`src/design/fcs_pkg.sv`:
```
// shared types and codes for the ftp control sequencer
`default_nettype none

package fcs_pkg;

	localparam logic [9:0] CODE_PRE_LO  = 10'd100;
	localparam logic [9:0] CODE_DONE_LO = 10'd200;
	localparam logic [9:0] CODE_MID_LO  = 10'd300;
	localparam logic [9:0] CODE_MID_HI  = 10'd400;
	localparam logic [9:0] CODE_PASV    = 10'd227;

	typedef enum logic [2:0] {
		EV_START   = 3'd0,
		EV_REPLY   = 3'd1,
		EV_DOPEN   = 3'd2,
		EV_DCLOSE  = 3'd3,
		EV_TIMEOUT = 3'd4,
		EV_CANCEL  = 3'd5,
		EV_LOST    = 3'd6
	} fcs_ev_t;

	typedef enum logic [3:0] {
		ST_IDLE      = 4'd0,
		ST_GREET     = 4'd1,
		ST_USER      = 4'd2,
		ST_PASS      = 4'd3,
		ST_SYST      = 4'd4,
		ST_CWD       = 4'd5,
		ST_TYPE      = 4'd6,
		ST_PASV      = 4'd7,
		ST_PASV_OPEN = 4'd8,
		ST_XSTART    = 4'd9,
		ST_XEND      = 4'd10,
		ST_RNFR      = 4'd11,
		ST_RNTO      = 4'd12,
		ST_SIMPLE    = 4'd13,
		ST_DRAIN     = 4'd14
	} fcs_stage_t;

	typedef enum logic [3:0] {
		OP_NONE     = 4'd0,
		OP_CONNECT  = 4'd1,
		OP_LIST     = 4'd2,
		OP_UPLOAD   = 4'd3,
		OP_DOWNLOAD = 4'd4,
		OP_MKDIR    = 4'd5,
		OP_DELFILE  = 4'd6,
		OP_DELDIR   = 4'd7,
		OP_RENAME   = 4'd8,
		OP_SIZE     = 4'd9,
		OP_NOOP     = 4'd10
	} fcs_op_t;

	typedef enum logic [4:0] {
		CMD_NONE = 5'd0,
		CMD_USER = 5'd1,
		CMD_PASS = 5'd2,
		CMD_SYST = 5'd3,
		CMD_CWD  = 5'd4,
		CMD_TYPE = 5'd5,
		CMD_PASV = 5'd6,
		CMD_LIST = 5'd7,
		CMD_RETR = 5'd8,
		CMD_STOR = 5'd9,
		CMD_MKD  = 5'd10,
		CMD_DELE = 5'd11,
		CMD_RMD  = 5'd12,
		CMD_RNFR = 5'd13,
		CMD_RNTO = 5'd14,
		CMD_SIZE = 5'd15,
		CMD_NOOP = 5'd16
	} fcs_cmd_t;

	typedef enum logic [3:0] {
		WHY_NONE       = 4'd0,
		WHY_REFUSED    = 4'd1,
		WHY_LOGIN      = 4'd2,
		WHY_FOLDER     = 4'd3,
		WHY_BINARY     = 4'd4,
		WHY_PASSIVE    = 4'd5,
		WHY_BAD_PASV   = 4'd6,
		WHY_XFER_REFUSED = 4'd7,
		WHY_XFER_FAILED  = 4'd8,
		WHY_RENAME     = 4'd9,
		WHY_COMMAND    = 4'd10,
		WHY_CANCELLED  = 4'd11,
		WHY_TIMEOUT    = 4'd12,
		WHY_LOST       = 4'd13,
		WHY_LOCAL_FILE = 4'd14,
		WHY_EMPTY      = 4'd15
	} fcs_why_t;

	typedef enum logic [1:0] {
		LK_DOWN       = 2'd0,
		LK_CONNECTING = 2'd1,
		LK_READY      = 2'd2,
		LK_BUSY       = 2'd3
	} fcs_link_t;

	typedef struct packed {
		logic [2:0] func;
		logic [3:0] request_op;
		logic       is_noop;
		logic [9:0] reply_code;
		logic       passive_ok;
		logic       local_file_ok;
	} fcs_in_t;

	typedef struct packed {
		fcs_stage_t stage;
		fcs_op_t    current_op;
		logic       busy;
		logic       data_closed;
		logic       final_seen;
		logic       upload_primed;
		fcs_link_t  link;
	} fcs_state_t;

	typedef struct packed {
		fcs_cmd_t  command;
		logic      open_control;
		logic      open_data;
		logic      start_upload;
		logic      finished;
		logic      succeeded;
		fcs_why_t  fail_reason;
		logic      listing_ready;
		logic      size_ready;
		logic      restart_timer;
		logic      abort_link;
		fcs_link_t link_status;
	} fcs_res_t;

endpackage

`default_nettype wire

```
`src/design/fcs_step.sv`:
```
// next-state and result logic for one event
`default_nettype none

module fcs_step
	import fcs_pkg::*;
(
	input  fcs_in_t    ev,
	input  fcs_state_t cur,
	output fcs_state_t nxt,
	output fcs_res_t   res
);

	logic     is_pre, is_done, is_mid;
	logic     do_fin, fin_ok, go;
	fcs_why_t fin_why;
	fcs_op_t  op_v;
	fcs_state_t n;
	fcs_res_t   r;

	assign is_pre  = (ev.reply_code >= CODE_PRE_LO) && (ev.reply_code < CODE_DONE_LO);
	assign is_done = (ev.reply_code >= CODE_DONE_LO) && (ev.reply_code < CODE_MID_LO);
	assign is_mid  = (ev.reply_code >= CODE_MID_LO) && (ev.reply_code < CODE_MID_HI);

	always_comb begin
		n       = cur;
		r       = '0;
		do_fin  = 1'b0;
		fin_ok  = 1'b0;
		fin_why = WHY_NONE;
		go      = 1'b0;
		op_v    = OP_NONE;
		unique case (ev.func)
			EV_START: begin
				if (ev.request_op == OP_SIZE && ev.is_noop)
					op_v = OP_NOOP;
				else if (ev.request_op > OP_SIZE)
					op_v = OP_NONE;
				else
					op_v = fcs_op_t'(ev.request_op);
				if (!cur.busy) begin
					if (op_v == OP_CONNECT) begin
						r.abort_link = (cur.link != LK_DOWN) || (cur.stage == ST_DRAIN);
						n.stage = ST_IDLE;
						go = 1'b1;
					end else if (cur.link == LK_READY && cur.stage != ST_DRAIN) begin
						go = 1'b1;
					end
				end
				if (go) begin
					n.data_closed   = 1'b0;
					n.final_seen    = 1'b0;
					n.upload_primed = 1'b0;
					n.busy          = 1'b1;
					n.current_op    = op_v;
					n.link          = (op_v == OP_CONNECT) ? LK_CONNECTING : LK_BUSY;
					r.restart_timer = 1'b1;
					unique case (op_v)
						OP_CONNECT: begin
							n.stage = ST_GREET;
							r.open_control = 1'b1;
						end
						OP_LIST: begin
							n.stage = ST_CWD;
							r.command = CMD_CWD;
						end
						OP_UPLOAD, OP_DOWNLOAD: begin
							n.stage = ST_TYPE;
							r.command = CMD_TYPE;
						end
						OP_MKDIR: begin
							n.stage = ST_SIMPLE;
							r.command = CMD_MKD;
						end
						OP_DELFILE: begin
							n.stage = ST_SIMPLE;
							r.command = CMD_DELE;
						end
						OP_DELDIR: begin
							n.stage = ST_SIMPLE;
							r.command = CMD_RMD;
						end
						OP_RENAME: begin
							n.stage = ST_RNFR;
							r.command = CMD_RNFR;
						end
						OP_SIZE: begin
							n.stage = ST_SIMPLE;
							r.command = CMD_SIZE;
						end
						OP_NOOP: begin
							n.stage = ST_SIMPLE;
							r.command = CMD_NOOP;
						end
						default: begin
							n.current_op = OP_NONE;
							do_fin  = 1'b1;
							fin_why = WHY_EMPTY;
						end
					endcase
				end
			end
			EV_REPLY: begin
				unique case (cur.stage)
					ST_DRAIN: begin
						if (is_pre) begin
							r.restart_timer = 1'b1;
						end else begin
							n.stage = ST_IDLE;
							if (cur.link == LK_READY || cur.link == LK_BUSY)
								n.link = LK_READY;
						end
					end
					ST_GREET: begin
						if (!is_done) begin
							do_fin = 1'b1; fin_why = WHY_REFUSED;
						end else begin
							n.stage = ST_USER; r.command = CMD_USER; r.restart_timer = 1'b1;
						end
					end
					ST_USER: begin
						if (is_done) begin
							n.stage = ST_SYST; r.command = CMD_SYST; r.restart_timer = 1'b1;
						end else if (is_mid) begin
							n.stage = ST_PASS; r.command = CMD_PASS; r.restart_timer = 1'b1;
						end else begin
							do_fin = 1'b1; fin_why = WHY_LOGIN;
						end
					end
					ST_PASS: begin
						if (!is_done) begin
							do_fin = 1'b1; fin_why = WHY_LOGIN;
						end else begin
							n.stage = ST_SYST; r.command = CMD_SYST; r.restart_timer = 1'b1;
						end
					end
					ST_SYST: begin
						do_fin = 1'b1; fin_ok = 1'b1;
					end
					ST_CWD: begin
						if (!is_done) begin
							do_fin = 1'b1; fin_why = WHY_FOLDER;
						end else begin
							n.stage = ST_TYPE; r.command = CMD_TYPE; r.restart_timer = 1'b1;
						end
					end
					ST_TYPE: begin
						if (!is_done) begin
							do_fin = 1'b1; fin_why = WHY_BINARY;
						end else begin
							n.stage = ST_PASV; r.command = CMD_PASV; r.restart_timer = 1'b1;
						end
					end
					ST_PASV, ST_PASV_OPEN: begin
						if (ev.reply_code != CODE_PASV) begin
							do_fin = 1'b1; fin_why = WHY_PASSIVE;
						end else if (!ev.passive_ok) begin
							do_fin = 1'b1; fin_why = WHY_BAD_PASV;
						end else begin
							n.stage = ST_PASV_OPEN;
							r.open_data = 1'b1;
							r.restart_timer = 1'b1;
						end
					end
					ST_XSTART: begin
						if (is_pre) begin
							r.restart_timer = 1'b1;
							if (cur.current_op == OP_UPLOAD && !cur.upload_primed) begin
								n.upload_primed = 1'b1;
								r.start_upload = 1'b1;
							end
						end else if (is_done) begin
							n.stage = ST_XEND;
							n.final_seen = 1'b1;
							if (cur.data_closed) begin
								r.listing_ready = (cur.current_op == OP_LIST);
								do_fin = 1'b1; fin_ok = 1'b1;
							end
						end else begin
							do_fin = 1'b1; fin_why = WHY_XFER_REFUSED;
						end
					end
					ST_XEND: begin
						if (is_pre) begin
							r.restart_timer = 1'b1;
						end else if (!is_done) begin
							do_fin = 1'b1; fin_why = WHY_XFER_FAILED;
						end else begin
							n.final_seen = 1'b1;
							if (!cur.data_closed) begin
								r.restart_timer = 1'b1;
							end else begin
								r.listing_ready = (cur.current_op == OP_LIST);
								do_fin = 1'b1; fin_ok = 1'b1;
							end
						end
					end
					ST_RNFR: begin
						if (!is_mid) begin
							do_fin = 1'b1; fin_why = WHY_RENAME;
						end else begin
							n.stage = ST_RNTO; r.command = CMD_RNTO; r.restart_timer = 1'b1;
						end
					end
					ST_RNTO, ST_SIMPLE: begin
						if (!is_done) begin
							do_fin = 1'b1; fin_why = WHY_COMMAND;
						end else begin
							r.size_ready = (cur.current_op == OP_SIZE);
							do_fin = 1'b1; fin_ok = 1'b1;
						end
					end
					default: begin
						// unsolicited reply while idle
					end
				endcase
			end
			EV_DOPEN: begin
				if (cur.busy && cur.stage == ST_PASV_OPEN) begin
					n.stage = ST_XSTART;
					if (cur.current_op == OP_LIST) begin
						r.command = CMD_LIST;
						r.restart_timer = 1'b1;
					end else if (cur.current_op == OP_DOWNLOAD
							|| cur.current_op == OP_UPLOAD) begin
						if (!ev.local_file_ok) begin
							do_fin = 1'b1; fin_why = WHY_LOCAL_FILE;
						end else begin
							r.command = (cur.current_op == OP_DOWNLOAD) ? CMD_RETR : CMD_STOR;
							r.restart_timer = 1'b1;
						end
					end
				end
			end
			EV_DCLOSE: begin
				if (cur.busy && (cur.stage == ST_XSTART || cur.stage == ST_XEND)) begin
					n.data_closed = 1'b1;
					if (cur.stage == ST_XSTART) begin
						n.stage = ST_XEND;
						r.restart_timer = 1'b1;
					end else if (cur.final_seen) begin
						r.listing_ready = (cur.current_op == OP_LIST);
						do_fin = 1'b1; fin_ok = 1'b1;
					end
				end
			end
			EV_TIMEOUT: begin
				// no completion report while draining
				if (cur.stage != ST_DRAIN && cur.busy) begin
					r.finished    = 1'b1;
					r.fail_reason = WHY_TIMEOUT;
				end
				n.busy       = 1'b0;
				n.stage      = ST_IDLE;
				n.current_op = OP_NONE;
				n.link       = LK_DOWN;
				r.abort_link = 1'b1;
			end
			EV_CANCEL: begin
				if (cur.busy) begin
					n.busy       = 1'b0;
					n.current_op = OP_NONE;
					// a reply is still owed unless the channel may not be up yet
					if (cur.stage != ST_IDLE && cur.stage != ST_GREET) begin
						n.stage = ST_DRAIN;
						r.restart_timer = 1'b1;
					end else begin
						n.stage = ST_IDLE;
					end
					r.finished    = 1'b1;
					r.fail_reason = WHY_CANCELLED;
					if (cur.link == LK_READY || cur.link == LK_BUSY)
						n.link = LK_READY;
				end
			end
			EV_LOST: begin
				if (cur.busy) begin
					r.finished    = 1'b1;
					r.fail_reason = WHY_LOST;
				end
				n.busy       = 1'b0;
				n.stage      = ST_IDLE;
				n.current_op = OP_NONE;
				n.link       = LK_DOWN;
			end
			default: begin
			end
		endcase

		// completion always comes last in a step
		if (do_fin) begin
			if ((n.current_op == OP_CONNECT && fin_ok) || n.link == LK_READY
					|| n.link == LK_BUSY)
				n.link = LK_READY;
			n.busy          = 1'b0;
			n.stage         = ST_IDLE;
			n.current_op    = OP_NONE;
			r.finished      = 1'b1;
			r.succeeded     = fin_ok;
			r.fail_reason   = fin_ok ? WHY_NONE : fin_why;
			r.restart_timer = 1'b0;
		end
		r.link_status = n.link;
	end

	assign nxt = n;
	assign res = r;

endmodule

`default_nettype wire

```
`src/design/fcs_out_reg.sv`:
```
// result register with its master-side handshake
`default_nettype none

module fcs_out_reg
	import fcs_pkg::*;
(
	input  logic     clk,
	input  logic     arst_n,
	input  logic     in_valid,
	output logic     in_ready,
	input  fcs_res_t in_res,
	output logic     out_valid,
	input  logic     out_ready,
	output fcs_res_t out_res
);

	logic     valid_q;
	fcs_res_t res_q;

	assign in_ready  = !valid_q || out_ready;
	assign out_valid = valid_q;
	assign out_res   = res_q;

	always_ff @(posedge clk or negedge arst_n) begin
		if (!arst_n) begin
			valid_q <= 1'b0;
		end else if (in_ready) begin
			valid_q <= in_valid;
		end
	end

	always_ff @(posedge clk) begin
		if (in_ready && in_valid) begin
			res_q <= in_res;
		end
	end

endmodule

`default_nettype wire

```
`src/design/ftp_control_sequencer_unit.sv`:
```
// top level of the ftp control sequencer
//
// channel  dir  tuser         tdata                      meaning
// s_axis   in   func[2:0]     op, noop, code, pasv, file  one event
// m_axis   out  -             command .. link_status     one result per event
//
// every event gives exactly one result on m_tvalid, via the input register and then the
// result register; one event per cycle sustained while m_tready is high, through the single state update step.
// the event is held in an input register and the session state updates as it
// moves into the result register.
// reset clears the session to idle and disconnected; no clearing pass.
// a stall on m_tready holds the result; one more event may wait in the input register.
`default_nettype none

module ftp_control_sequencer_unit
	import fcs_pkg::*;
(
	input  logic        clk,
	input  logic        arst_n,
	input  logic        s_tvalid,
	output logic        s_tready,
	// [3:0] request_op, [4] is_noop, [14:5] reply_code, [15] passive_ok,
	// [16] local_file_ok, [23:17] zero
	input  logic [23:0] s_tdata,
	// [2:0] func
	input  logic [2:0]  s_tuser,
	output logic        m_tvalid,
	input  logic        m_tready,
	// [4:0] command, [5] open_control, [6] open_data, [7] start_upload,
	// [8] finished, [9] succeeded, [13:10] fail_reason, [14] listing_ready,
	// [15] size_ready, [16] restart_timer, [17] abort_link, [19:18] link_status,
	// [23:20] zero
	output logic [23:0] m_tdata
);

	logic       valid_s1;
	fcs_in_t    ev_s1;
	fcs_state_t state_q;
	fcs_state_t state_nxt;
	fcs_res_t   step_res;
	fcs_res_t   out_res;
	logic       ob_ready;
	logic       advance;

	assign advance  = valid_s1 && ob_ready;
	assign s_tready = !valid_s1 || ob_ready;

	always_ff @(posedge clk or negedge arst_n) begin
		if (!arst_n) begin
			valid_s1 <= 1'b0;
		end else if (s_tready) begin
			valid_s1 <= s_tvalid;
		end
	end

	always_ff @(posedge clk) begin
		if (s_tready && s_tvalid) begin
			ev_s1.func          <= s_tuser;
			ev_s1.request_op    <= s_tdata[3:0];
			ev_s1.is_noop       <= s_tdata[4];
			ev_s1.reply_code    <= s_tdata[14:5];
			ev_s1.passive_ok    <= s_tdata[15];
			ev_s1.local_file_ok <= s_tdata[16];
		end
	end

	always_ff @(posedge clk or negedge arst_n) begin
		if (!arst_n) begin
			state_q.stage         <= ST_IDLE;
			state_q.current_op    <= OP_NONE;
			state_q.busy          <= 1'b0;
			state_q.data_closed   <= 1'b0;
			state_q.final_seen    <= 1'b0;
			state_q.upload_primed <= 1'b0;
			state_q.link          <= LK_DOWN;
		end else if (advance) begin
			state_q <= state_nxt;
		end
	end

	fcs_step u_step (
		.ev  (ev_s1),
		.cur (state_q),
		.nxt (state_nxt),
		.res (step_res)
	);

	fcs_out_reg u_out (
		.clk       (clk),
		.arst_n    (arst_n),
		.in_valid  (valid_s1),
		.in_ready  (ob_ready),
		.in_res    (step_res),
		.out_valid (m_tvalid),
		.out_ready (m_tready),
		.out_res   (out_res)
	);

	assign m_tdata = {4'b0000, out_res.link_status, out_res.abort_link,
		out_res.restart_timer, out_res.size_ready, out_res.listing_ready,
		out_res.fail_reason, out_res.succeeded, out_res.finished,
		out_res.start_upload, out_res.open_data, out_res.open_control,
		out_res.command};

endmodule

`default_nettype wire

```
`config.mk`:
```
export PLATFORM = sky130hd
export DESIGN_NAME = ftp_control_sequencer_unit
export DESIGN_NICKNAME = d
export VERILOG_FILES = /design/src/design/fcs_pkg.sv /design/src/design/fcs_step.sv /design/src/design/fcs_out_reg.sv /design/src/design/ftp_control_sequencer_unit.sv
export SDC_FILE = /design/constraint.sdc
export NUM_CORES = 1
export LEC_CHECK = 0
export ABC_CLOCK_PERIOD_IN_PS = 6490
export BUFFER_PORTS_ARGS = -buffer_cell sky130_fd_sc_hd__buf_2
export CAP_MARGIN = 20
export CORE_UTILIZATION = 45
export CTS_CLUSTER_DIAMETER = 50
export CTS_CLUSTER_SIZE = 16
export DETAILED_ROUTE_END_ITERATION = 8
export GPL_TIMING_DRIVEN = 0
export PLACE_DENSITY = 0.7
export SYNTH_ARGS = -nofsm -noshare
export SYNTH_HDL_FRONTEND = slang
export SYNTH_SLANG_ARGS = --single-unit
```
`constraint.sdc`:
```
create_clock -name clk -period 6.49 [get_ports clk]
set_input_delay 1.298 -clock clk [delete_from_list [all_inputs] [get_ports clk]]
set_output_delay 1.298 -clock clk [all_outputs]
set_load 0.01 [all_outputs]
```
## Word-level counts from Yosys, hierarchy flattened

Index checks and enable logic that the tools add are counted.

- Reductions and logical operators: 51
- $lt $le $gt $ge: 7
- Multiplexer cells: 153
- Equal/unequal tests: 68

Operator list:

| cell | count |
|---|---|
| $mux 4 | 41 |
| $mux 1 | 64 |
| $eq 4x4->1 const B | 12 |
| $pmux 4 s10 | 1 |
| $pmux 5 s8 | 1 |
| $eq 4x3->1 const B | 9 |
| $pmux 4 s9 | 1 |
| $pmux 5 s3 | 2 |
| $pmux 5 s6 | 1 |
| $mux 5 | 5 |
| $eq 4x2->1 const B | 6 |
| $mux 2 | 12 |
| $ne 4x2->1 const B | 6 |
| $pmux 4 s3 | 2 |
| $pmux 4 s6 | 1 |
| $lt 10x9->1 const B | 2 |
| $pmux 4 s5 | 1 |
| $mux 9 | 2 |
| $reduce_and 18->1 | 1 |
| $mux 3 | 5 |
| $mux 14 | 1 |
| $reduce_or 2->1 | 7 |
| $logic_and 1x1->1 | 13 |
| $eq 4x1->1 const B | 3 |
| other kinds (41) | 80 |

- Word-level logic and storage cells: 306
- Bits in registers: 56
- Bits of input ports: 31
- Output and inout bits: 26

## Longest topological paths before layout

Gate-level depths: netlist (run 1).

- Word-level depth: 16
- Mapped depth: 10
- Gate-level depth less buffers: 7

## Hierarchy

A second synthesis (run 1) with hierarchy kept.

- Cell total of the unflattened synthesis: 430
- Area total of the unflattened synthesis: 3,981.3 um^2

Modules (own cells, without submodules):

| module | cells an instance | instances | area an instance (um^2) |
|---|---|---|---|
| fcs_step | 347 | 1 | 2,084.5 |
| ftp_control_sequencer_unit | 59 | 1 | 1,242.4 |
| fcs_out_reg | 24 | 1 | 654.4 |

## Least setup slack after synthesis (run 1)

OpenSTA, ideal clock, no wires.

- Kind: input to register
- From: input m_tready
- To: register state_q[6] (netlist bit)
- Cell stages on the path: 6
- Path buffers: 1
- Data required time: 6.389 ns
- Arrival: 2.882 ns
- Setup slack: 3.507 ns
- Cell sequence: nand2b_1 nand2_1 inv_1 clkbuf_1 nand2_1 o32ai_1

- Word-level cells in the longest chain between the ends: 2

RTL lines:

| element | line | RTL |
|---|---|---|
| start: declaration | ftp_control_sequencer_unit.sv:28 | `input logic m_tready,` |
| $logic_or 1x1->1 | fcs_out_reg.sv:20 | `assign in_ready = !valid_q \|\| out_ready;` |
| $logic_and 1x1->1 | ftp_control_sequencer_unit.sv:45 | `assign advance = valid_s1 && ob_ready;` |
| via advance | ftp_control_sequencer_unit.sv:43 | `logic advance;` |
| end signal: assignment | ftp_control_sequencer_unit.sv:77 | `state_q <= state_nxt;` |
| end: declaration | ftp_control_sequencer_unit.sv:38 | `fcs_state_t state_q;` |

The timed path passes the listed nets, and every way through them passes these cells.
A chain may end at the register's enable or synchronous reset.

## Worst setup path after layout (run 1)

- From: register state_q[11] (netlist bit)
- To: register state_q[6] (netlist bit)

- Word-level cells in the longest chain between the ends: 9
- Elaborated cells on any way between the ends: 35

RTL lines:

| element | line | RTL |
|---|---|---|
| $ne 4x4->1 | fcs_step.sv:45 | `end else if (cur.link == LK_READY && cur.stage != ST_DRAIN) begin` |
| $logic_and 1x1->1 | fcs_step.sv:45 |  |
| $mux 1 | fcs_step.sv:45 |  |
| $mux 1 | fcs_step.sv:41 | `if (op_v == OP_CONNECT) begin` |
| $mux 1 | fcs_step.sv:40 | `if (!cur.busy) begin` |
| $mux 1 | fcs_step.sv:32 | `unique case (ev.func)` |
| $mux 1 / $mux 14 (equally long branches) | fcs_step.sv:49 | `if (go) begin` |
| $pmux 1 s4 / $pmux 5 s3 (equally long branches) | fcs_step.sv:32 |  |
| $mux 9 (*) | fcs_step.sv:290 | `if (do_fin) begin` |

Every way passes the cells marked *; elsewhere a longest branch is shown, timed or not. The select of a mux whose other input is x is not followed.

==> metrics, run 1 <==
status finished, final reports clean; drt pass-1 iters 5; Vias/cell approximately 6.4; nets@finish 512; fin util a little over half; number of synthesized flops with an enable pin 40; Critical Path AT about 3.4 ns; largest cells by area after synthesis edfxtp_1, dfrtp_1, nand2_1; Syn-to-layout area delta 13.0%; worst min path class flip-flop to flip-flop; global route overflow 0; clk sinks 56; CTS resizes 0; Core Region 0.00822 mm2; post-synth top area cell edfxtp_1; main flop type after synthesis edfxtp_1; DRC Markers 0; CP max stage delay 0.85 ns; VDD IR-drop max about 0.15 mV; switching part of the total a little over two fifths; hold buffers post-CTS 0; Finish-stage setup viols 0; post-synth top area share 31.3%; crit path launch type flip-flop; first-pass GRT wire length 18400 um; post-CTS setup buffer count 0; initial antenna violation count 0; Commonest cells post-synth nand2_1, edfxtp_1, nor2_1; initial DRC count 340; layout cell share with drive strength beyond 1 17.2%; IO buf count 45; Clock transition at path regs 0.10 ns; Max Cap Viol 0; post-synth cell types 82; Comb power frac 47.4%; Post-DP HPWL between 8000 and 9000 um; antenna cells 0; Routability Congestion 0.937; cell-internal power 0.785 mW; clock share of power 18.5%; top-count cell post-synth nand2_1; register area share after synthesis between 40% and 50%; Critical Path End Type flip-flop; wire length per cell 20.1 um; Fin Clk Skew 0.00881 ns; RSZ-0062 raised after global routing false; Final Non-Filler Cells 587; Slowest-stage cell, CP nor4b_1; Setup TNS Final 0 ns; maximum clock rate 311 MHz; worst hold slack 0.512 ns; final WL 11800 um; CTS buffer count 5; mapped cell area 0.00383 mm2; CTS tree built; die boundary height about 94 um; CP required about 6.7 ns; Seq pwr share 34.1%; worst path cell trace clkbuf_1 -> nor4b_1 -> nand4_1 -> nor3_1 -> a21oi_2 -> and4_1 -> a21oi_1 -> o32ai_1; site row count 33; Synth warnings 0; Bufs and invs on worst path 1; Net Sw Power 0.600 mW; Die Width 94.3 um; Max Slew Vio Count 0; antenna-violating nets left 0; Longest Clk Path Bufs 2; CTS root buffer clkbuf_8; Final Hold Viols 0; post-synthesis cell count between 400 and 500; crit path max fanout 10; Final min period between 3 and 4 ns; GRT Overall Usage 27.6%; largest net degree at the start of global routing 30; PD cells 320 mW/mm2; Clock Latency Late Sink 0.32 ns; Worst-Margin Slew about 0.97 ns; Setup CP Type flip-flop to flip-flop; #FFs+latches synth 56; Static Leak 1.61 nW; die footprint 0.00890 mm2; fillers 806; family with the most delay on the worst path simple AND/OR/NAND/NOR gates; crit share post-route 49.6%; Worst slew margin 34.5%; vias post-DR 3728; num ports 57; ys async rst share 28.6%; Avg Synthesized Cell Area 9.00 um2; vias in the first global route 3479; H-Tree Depth 2; Placed Cells 579; effective utilization at floorplan 46.7%
final cells by class:
cell class / count / area [um2] / area share [%]
Clock buffer: 7 / 97.6 / 2.25
Buffer: 33 / 166 / 3.84
Timing Repair Buffer: 45 / 225 / 5.20
Inverter: 12 / 45.0 / 1.04
Clock inverter: 1 / 30.0 / 0.693
Tap cell: 105 / 131 / 3.03
Sequential cell: 56 / 1600 / 37.0
Multi-Input combinational cell: 328 / 2030 / 47.0
sequential cells by signal, summed over array words and instances, names as in the netlist:
name	count
ev_s1	20
u_out.out_res	20
state_q	14
u_out.out_valid	1
valid_s1	1
through the flow:
step	power (mW)	cell area [um2]	setup slack, ns
global route	1.46	4330	2.97
detailed placement	1.11	4200	3.35
CTS	1.37	4330	3.45
global placement	1.11	4200	2.80
floorplan	0.920	3850	3.51
finish	1.38	4330	3.27
layer usage:
| metal | up-vias | track usage [%] | part of all wire [%] |
|---|---|---|---|
| met3 | 32 | 6.88 | 8.0 |
| met1 | 1780 | 36.5 | 44 |
| met5 | - | 0 | 0 |
| li1 | 1736 | - | - |
| met2 | 180 | 42.7 | 45 |
| met4 | 0 | 12.1 | 3.3 |
worst reg2reg max path, stage by stage (launching register included):
cell      delay, ns
dfrtp_1        0.43
clkbuf_1       0.24
nor4b_1        0.85
nand4_1        0.28
nor3_1         0.38
a21oi_2        0.13
and4_1         0.26
a21oi_1        0.34
o32ai_1        0.17
cells by family (layout without fill, tap and decap cells):
logic type | Yosys count | in the layout | synth area share [%]
other | 1 | 4 | 0.0978
multiplexers | 2 | 2 | 0.555
flip-flops | 56 | 56 | 41.8
buffers and inverters | 45 | 98 | 5.48
XOR/XNOR | 3 | 3 | 0.685
AND/OR/NAND/NOR | 178 | 178 | 25.2
AO/OA/AOI/OAI | 141 | 141 | 26.2
placed cells by master (no fill, tap or decap), drive strengths merged, types with 4 or more instances in the layout:
| master | instances |
|---|---|
| buf | 57 |
| nand2 | 43 |
| nor2 | 40 |
| edfxtp | 40 |
| o21ai | 30 |
| a21oi | 29 |
| clkbuf | 28 |
| dfrtp | 16 |
| nor3 | 13 |
| inv | 12 |
| nand3 | 11 |
| o22ai | 9 |
| nand4 | 9 |
| nor2b | 8 |
| nand2b | 8 |
| o31ai | 8 |
| and2 | 7 |
| or2 | 7 |
| a211oi | 6 |
| nor4 | 6 |
| o21a | 5 |
| o32ai | 5 |
| a31oi | 5 |
| and3 | 4 |
| conb | 4 |
power groups by stage:
stage / combinational, mW / clock (mW) / sequential (mW)
after floorplan: 0.441 / 0 / 0.479
after global placement: 0.637 / 0 / 0.478
after detailed placement: 0.631 / 0 / 0.479
after CTS: 0.634 / 0.265 / 0.471
after global routing: 0.704 / 0.277 / 0.478
final: 0.656 / 0.256 / 0.472
worst paths after layout:
path / from / to / slack, ns / depth (start not counted)
min: valid_s1 / u_out.out_valid / 0.51 / 1
min in group asynchronous: arst_n / state_q[6] / 0.89 / 1
max: state_q[11] / state_q[6] / 3.27 / 8
max reg2reg: state_q[11] / state_q[6] / 3.27 / 8
min reg2reg: valid_s1 / u_out.out_valid / 0.51 / 1
max in group asynchronous: arst_n / state_q[5] / 5.31 / 1
Power figures use the tool's default switching activity.
==> run 2: changes to the inputs <==
ABC_CLOCK_PERIOD_IN_PS = 3350   (was 6490)
clock period = 3.35 ns   (was 6.49 ns; I/O delays follow)
==> run 2 against run 1 <==
  * Critical path type unchanged
  * Non-clock buffer count did not move
  * Total power rose by 94%
  * Register-to-register slack got worse by 2.9 ns
  * Clock-buffer cell count did not move
  * Die area did not move
  * Clock skew rose by 0.0020 ns
  * Final area rose by 0.14%
  * Setup slack got worse by 2.9 ns
  * Sequential cell count did not move
  * Routed wire length fell by 0.20%
==> metrics, run 2 (same netlist as run 1, synthesis figures left out) <==
Max Cap Viol 0 (unchanged); Final Hold Viols 0 (unchanged); final WL 11800 um (about the same); PD cells 619 mW/mm2 (was 320 mW/mm2); Bufs and invs on worst path 1 (unchanged); CP required 3.54 ns (was 6.68 ns); Clock transition at path regs 0.11 ns (was 0.10 ns); drt pass-1 iters 5 (unchanged); Vias/cell 6.35 (about the same); Critical Path End Type flip-flop (unchanged); worst hold slack 0.259 ns (was 0.512 ns); Net Sw Power 1.16 mW (was 0.600 mW); switching part of the total 43.2% (was 43.3%); RR Startpoint ev_s1[19] (was state_q[11]); CTS root buffer clkbuf_8 (unchanged); vias post-DR 3725 (was 3728); nets@finish 512 (unchanged); cell-internal power 1.52 mW (was 0.785 mW); crit path launch type flip-flop (unchanged); layout cell share with drive strength beyond 1 17.4% (was 17.2%); RSZ-0062 raised after global routing false (unchanged); IO buf count 45 (unchanged); crit share post-route 89.5% (was 49.6%); site row count 33 (unchanged); fillers 805 (was 806); Syn-to-layout area delta 13.1% (was 13.0%); first-pass GRT wire length 18400 um (unchanged); R2R setup slack 0.35 ns (was 3.27 ns); VDD IR-drop max 0.283 mV (was 0.147 mV); CTS tree built (unchanged); commonest non-fill, non-tap cell in the layout buf_2 (unchanged); Setup TNS Final 0 ns (unchanged); Slowest-stage cell, CP a2111oi_1 (was nor4b_1); DRC Markers 0 (unchanged); worst path cell trace clkbuf_1 -> and2b_1 -> nand2_1 -> a2111oi_1 -> o311ai_4 -> and4_1 -> a21oi_1 -> o32ai_1 (was clkbuf_1 -> nor4b_1 -> nand4_1 -> nor3_1 -> a21oi_2 -> and4_1 -> a21oi_1 -> o32ai_1); family with the most delay on the worst path compound AO/OA/AOI/OAI gates (was simple AND/OR/NAND/NOR gates); Final min period 3.00 ns (was 3.22 ns); wire length per cell 20.1 um (about the same); clock share of power 18.6% (was 18.5%); PnR Total Power 2.69 mW (was 1.38 mW); vias in the first global route 3479 (unchanged); crit path max fanout 8 (was 10); H-Tree Depth 2 (unchanged); num ports 57 (unchanged); maximum clock rate 334 MHz (was 311 MHz); Reg2Reg Depth 8 (unchanged); critical path depth 8 (unchanged); Finish-stage setup viols 0 (unchanged); Core Region 0.00822 mm2 (unchanged); CP max stage delay 0.62 ns (was 0.85 ns); most frequent cells in the layout buf_2, nand2_1, nor2_1, edfxtp_1, a21oi_1 (unchanged); pre-CTS WS 0.342 ns (was 3.35 ns); largest net degree at the start of global routing 30 (unchanged); die boundary height 94.3 um (unchanged); GRT Overall Usage 27.6% (unchanged); worst min path class primary input to asynchronous set/reset pin (was flip-flop to flip-flop); Die Width 94.3 um (unchanged); Worst slew margin 37.8% (was 34.5%); Static Leak 1.62 nW (was 1.61 nW); post-CTS setup buffer count 0 (unchanged); initial antenna violation count 0 (unchanged); antenna cells 0 (unchanged); Seq pwr share 34.0% (was 34.1%); Setup CP Type flip-flop to flip-flop (unchanged); Worst Slack Setup Final 0.352 ns (was 3.27 ns); antenna-violating nets left 0 (unchanged); initial DRC count 334 (was 340); Fin Clk Skew 0.0108 ns (was 0.00881 ns); Worst-Margin Slew 0.933 ns (was 0.969 ns); clk sinks 56 (unchanged); effective utilization at floorplan 46.7% (unchanged); die footprint 0.00890 mm2 (unchanged); CTS buffer count 5 (unchanged); status finished, final reports clean (unchanged); CTS resizes 0 (unchanged); hold buffers post-CTS 0 (unchanged); Routability Congestion 0.937 (unchanged); Reg-to-Reg End state_q[6] (unchanged); Longest Clk Path Bufs 2 (unchanged); global route overflow 0 (unchanged); Comb power frac 47.4% (about the same); Clock Latency Late Sink 0.32 ns (about the same); Max Slew Vio Count 0 (unchanged); Critical Path AT 3.18 ns (was 3.40 ns); Post-DP HPWL 8910 um (unchanged)
## run 2: area by class of cell
cell class	count	area [um2]	area share, %
Multi-Input combinational cell	328	2040	47.0
Clock buffer	7	97.6	2.25
Clock inverter	1	30.0	0.692
Inverter	12	45.0	1.04
Buffer	33	166	3.84
Sequential cell	56	1600	36.9
Timing Repair Buffer	45	225	5.19
Tap cell	105	131	3.03
## run 2: worst max-delay path by stage
stage,from,end,slack [ns]
after floorplan,ev_s1[16],state_q[0],0.96
after global placement,state_q[11],state_q[8],0.26
after detailed placement,state_q[11],state_q[6],0.34
after CTS,state_q[11],state_q[6],0.31
after global routing,ev_s1[19],state_q[6],0.21
final,ev_s1[19],state_q[6],0.35
## run 2: per-stage QoR
stage          utilization, %  std cells  cell area [um2]
6_report                 52.8        587             4340
5_1_grt                  52.8        587             4340
4_1_cts                  52.7        587             4330
3_5_place_dp             51.2        579             4200
3_3_place_gp             51.1        579             4200
2_1_floorplan               -        429             3850
## run 2: routing by layer
layer | global-route usage [%] | wire length, um | part of all wire (%) | vias to the layer above
met3 | 6.88 | 1020 | 8.6 | 36
li1 | - | - | - | 1734
met2 | 42.7 | 5300 | 45 | 194
met4 | 12.1 | 395 | 3.3 | 0
met1 | 36.5 | 5090 | 43 | 1761
met5 | 0 | 0 | 0 | -
## run 2: power groups by stage
stage | combinational [mW] | clock [mW] | sequential [mW]
after floorplan | 0.854 | 0 | 0.929
after global placement | 1.23 | 0 | 0.926
after detailed placement | 1.22 | 0 | 0.928
after CTS | 1.23 | 0.514 | 0.913
after global routing | 1.37 | 0.536 | 0.927
final | 1.27 | 0.499 | 0.914
==> run 3: changes to the inputs <==
ABC_AREA = 1   (was unset)
ABC_CLOCK_PERIOD_IN_PS = 3100   (was 3350)
PLACE_DENSITY = 0.71   (was 0.7)
clock period = 3.1 ns   (was 3.35 ns; I/O delays follow)
==> run 3 against run 2 <==
  * Combinational power shrank 25%
  * Non-clock buffer count shrank 20
  * Setup slack gained 0.34 ns
  * Utilization grew 0.51 points
  * Largest power group is now sequential cells
  * Clock power shrank 8.2%
  * Critical endpoint is now u_out.out_res[11]
==> metrics, run 3 <==
R2R setup slack 0.69 ns (was 0.35 ns); wire length per cell 14.7 um (was 20.1 um); Setup TNS Final 0 ns (unchanged); ys async rst share 28.6% (unchanged); top-count cell post-synth nand2_1 (unchanged); largest net degree at the start of global routing 26 (was 30); Static Leak 2.00 nW (was 1.62 nW); Longest Clk Path Bufs 2 (unchanged); initial antenna violation count 0 (unchanged); CP dominant cell by count nand2_1; multi-input combinational cell area 0.00176 mm2 (was 0.00204 mm2); final WL 9620 um (was 11800 um); post-synthesis cell count 495 (was 426); H-Tree Depth 2 (unchanged); post-synth top area cell edfxtp_1 (unchanged); Clock Latency Late Sink 0.31 ns (was 0.32 ns); clk sinks 56 (unchanged); layout cell share with drive strength beyond 1 17.6% (was 17.4%); Core Region 0.00781 mm2 (was 0.00822 mm2); Final min period 2.41 ns (was 3.00 ns); crit share post-route 77.6% (was 89.5%); status finished, final reports clean (unchanged); Worst slew margin 42.6% (was 37.8%); post-CTS setup buffer count 0 (unchanged); Syn-to-layout area delta 12.9% (was 13.1%); main flop type after synthesis edfxtp_1 (unchanged); die footprint 0.00856 mm2 (was 0.00890 mm2); Setup CP Type flip-flop to flip-flop (unchanged); global route overflow 0 (unchanged); fillers 798 (was 805); crit path max fanout 8 (unchanged); DRC Markers 0 (unchanged); site row count 32 (was 33); Placed Cells 645 (was 579); initial DRC count 421 (was 334); antenna-violating nets left 0 (unchanged); post-synth cell types 42 (was 82); Vias/cell 5.38 (was 6.35); CTS tree built (unchanged); Post-DP HPWL 7760 um (was 8910 um); first-pass GRT wire length 15400 um (was 18400 um); nets@finish 581 (was 512); Routability Congestion 0.937 (about the same); Final Hold Viols 0 (unchanged); drt pass-1 iters 5 (unchanged); number of synthesized flops with an enable pin 40 (unchanged); CP max stage delay 0.45 ns (was 0.62 ns); maximum clock rate 416 MHz (was 334 MHz); Avg Synthesized Cell Area 7.45 um2 (was 9.00 um2); antenna cells 0 (unchanged); Critical Path AT 2.48 ns (was 3.18 ns); Finish-stage setup viols 0 (unchanged); Slowest-stage cell, CP edfxtp_1 (was a2111oi_1); post-synth top area share 32.6% (was 31.3%); GRT Overall Usage 23.4% (was 27.6%); vias in the first global route 3115 (was 3479); Critical Path End Type flip-flop (unchanged); Fin Clk Skew 0.00363 ns (was 0.0108 ns); effective utilization at floorplan 47.2% (was 46.7%); Worst Setup EP u_out.out_res[11] (was state_q[6]); register area 0.00160 mm2 (unchanged); Final Non-Filler Cells 653 (was 587); RR Startpoint ev_s1[7] (was ev_s1[19]); VDD IR-drop max 0.261 mV (was 0.283 mV); fin util 53.3% (was 52.8%); CTS resizes 0 (unchanged); die boundary height 92.5 um (was 94.3 um); Clock transition at path regs 0.10 ns (was 0.11 ns); RSZ-0062 raised after global routing false (unchanged); Worst-Margin Slew 0.860 ns (was 0.933 ns); Commonest cells post-synth nand2_1, inv_1, nand3_1, nor2_1, edfxtp_1 (was nand2_1, edfxtp_1, nor2_1); CP required 3.17 ns (was 3.54 ns); hold buffers post-CTS 0 (unchanged); most frequent cells in the layout nand2_1, inv_1, buf_2, nor2_1, nand3_1 (was buf_2, nand2_1, nor2_1, edfxtp_1, a21oi_1); mapped cell area 0.00369 mm2 (was 0.00383 mm2); commonest non-fill, non-tap cell in the layout nand2_1 (was buf_2); Reg-to-Reg End u_out.out_res[11] (was state_q[6]); Reg2Reg Depth 12 (was 8); crit path launch type flip-flop (unchanged); Max Cap Viol 0 (unchanged); largest cells by area after synthesis edfxtp_1, nand2_1, dfrtp_1 (was edfxtp_1, dfrtp_1, nand2_1); #FFs+latches synth 56 (unchanged); CTS root buffer clkbuf_8 (unchanged); critical path startpoint ev_s1[7] (was ev_s1[19]); Max Slew Vio Count 0 (unchanged); vias post-DR 3512 (was 3725); IO buf count 45 (unchanged); CTS buffer count 5 (unchanged); Synth warnings 0 (unchanged); worst min path class primary input to asynchronous set/reset pin (unchanged); num ports 57 (unchanged); worst path cell trace nor2_1 -> nand2_1 -> nand2_1 -> nand3_1 -> nor2_1 -> inv_1 -> nand3_1 -> nand3_1 -> nand2_1 -> nand2_4 -> inv_2 -> nand2_1 (was clkbuf_1 -> and2b_1 -> nand2_1 -> a2111oi_1 -> o311ai_4 -> and4_1 -> a21oi_1 -> o32ai_1); PD cells 583 mW/mm2 (was 619 mW/mm2); register area share after synthesis 43.4% (was 41.8%); Die Width 92.5 um (was 94.3 um)
[run 3: cell count changes after synthesis, moves of 8 or more]
cell	before	now
nand2b_1	8	0
inv_1	12	60
o22ai_1	9	0
nor2_1	40	49
clkbuf_1	21	2
nand2_1	43	127
nand4_1	8	16
nand3_1	11	49
nor2b_1	8	0
[run 3: worst min-delay path by stage]
stage | from | endpoint | slack, ns | depth (start not counted)
after global routing | arst_n | state_q[11] | 0.23 | 1
after floorplan | arst_n | state_q[0] | 0.32 | 0
after global placement | state_q[2] | state_q[2] | 0.49 | 2
after CTS | arst_n | u_out.out_valid | 0.23 | 1
final | arst_n | state_q[4] | 0.22 | 1
after detailed placement | state_q[2] | state_q[2] | 0.51 | 2
[run 3: cell type report]
cell class | instances | area share [%]
clock inverters | 2 | 0.391
well taps | 102 | 3.07
inverters | 69 | 6.34
repair buffers | 45 | 5.41
plain buffers | 13 | 1.74
multi-input cells | 360 | 42.3
clock buffers | 6 | 2.25
flip-flops and latches | 56 | 38.5
[run 3: power by group]
part	leakage, nW	internal (mW)	switching, mW	total, mW
registers	0.596	0.937	0.0778	1.01
logic	1.35	0.292	0.662	0.954
clock network	0.0530	0.211	0.247	0.458
[run 3: critical path: cells and delay by family, from the launching register on]
family	cells	cell delay [ns]
flops	1	0.45
simple gates	10	1.37
buf+inv	2	0.35
[run 3: metal layers]
layer,wire length (um),up-vias,part of all wire (%),GRT usage (%)
li1,-,1759,-,-
met3,658,24,6.8,4.52
met5,0,-,0,0
met2,4090,149,42,34.9
met4,300,0,3.1,9.51
met1,4580,1580,48,33.2
[run 3: kinds of logic (layout without fill, tap and decap cells)]
family                 after synthesis  after routing  synth area share [%]
AO/OA/AOI/OAI                       73             73                  11.7
buffers and inverters               82            135                  9.13
flip-flops                          56             56                  43.4
other                                1              4                 0.102
AND/OR/NAND/NOR                    283            283                  35.7
[run 3: per-stage QoR]
stage	hold WS, ns	area, um2	worst slack (ns)	power [mW]
global placement	0.486	4050	0.760	1.97
detailed placement	0.506	4050	0.696	1.97
finish	0.221	4160	0.694	2.43
floorplan	0.324	3700	1.15	1.71
global route	0.229	4160	0.504	2.60
CTS	0.225	4160	0.768	2.43
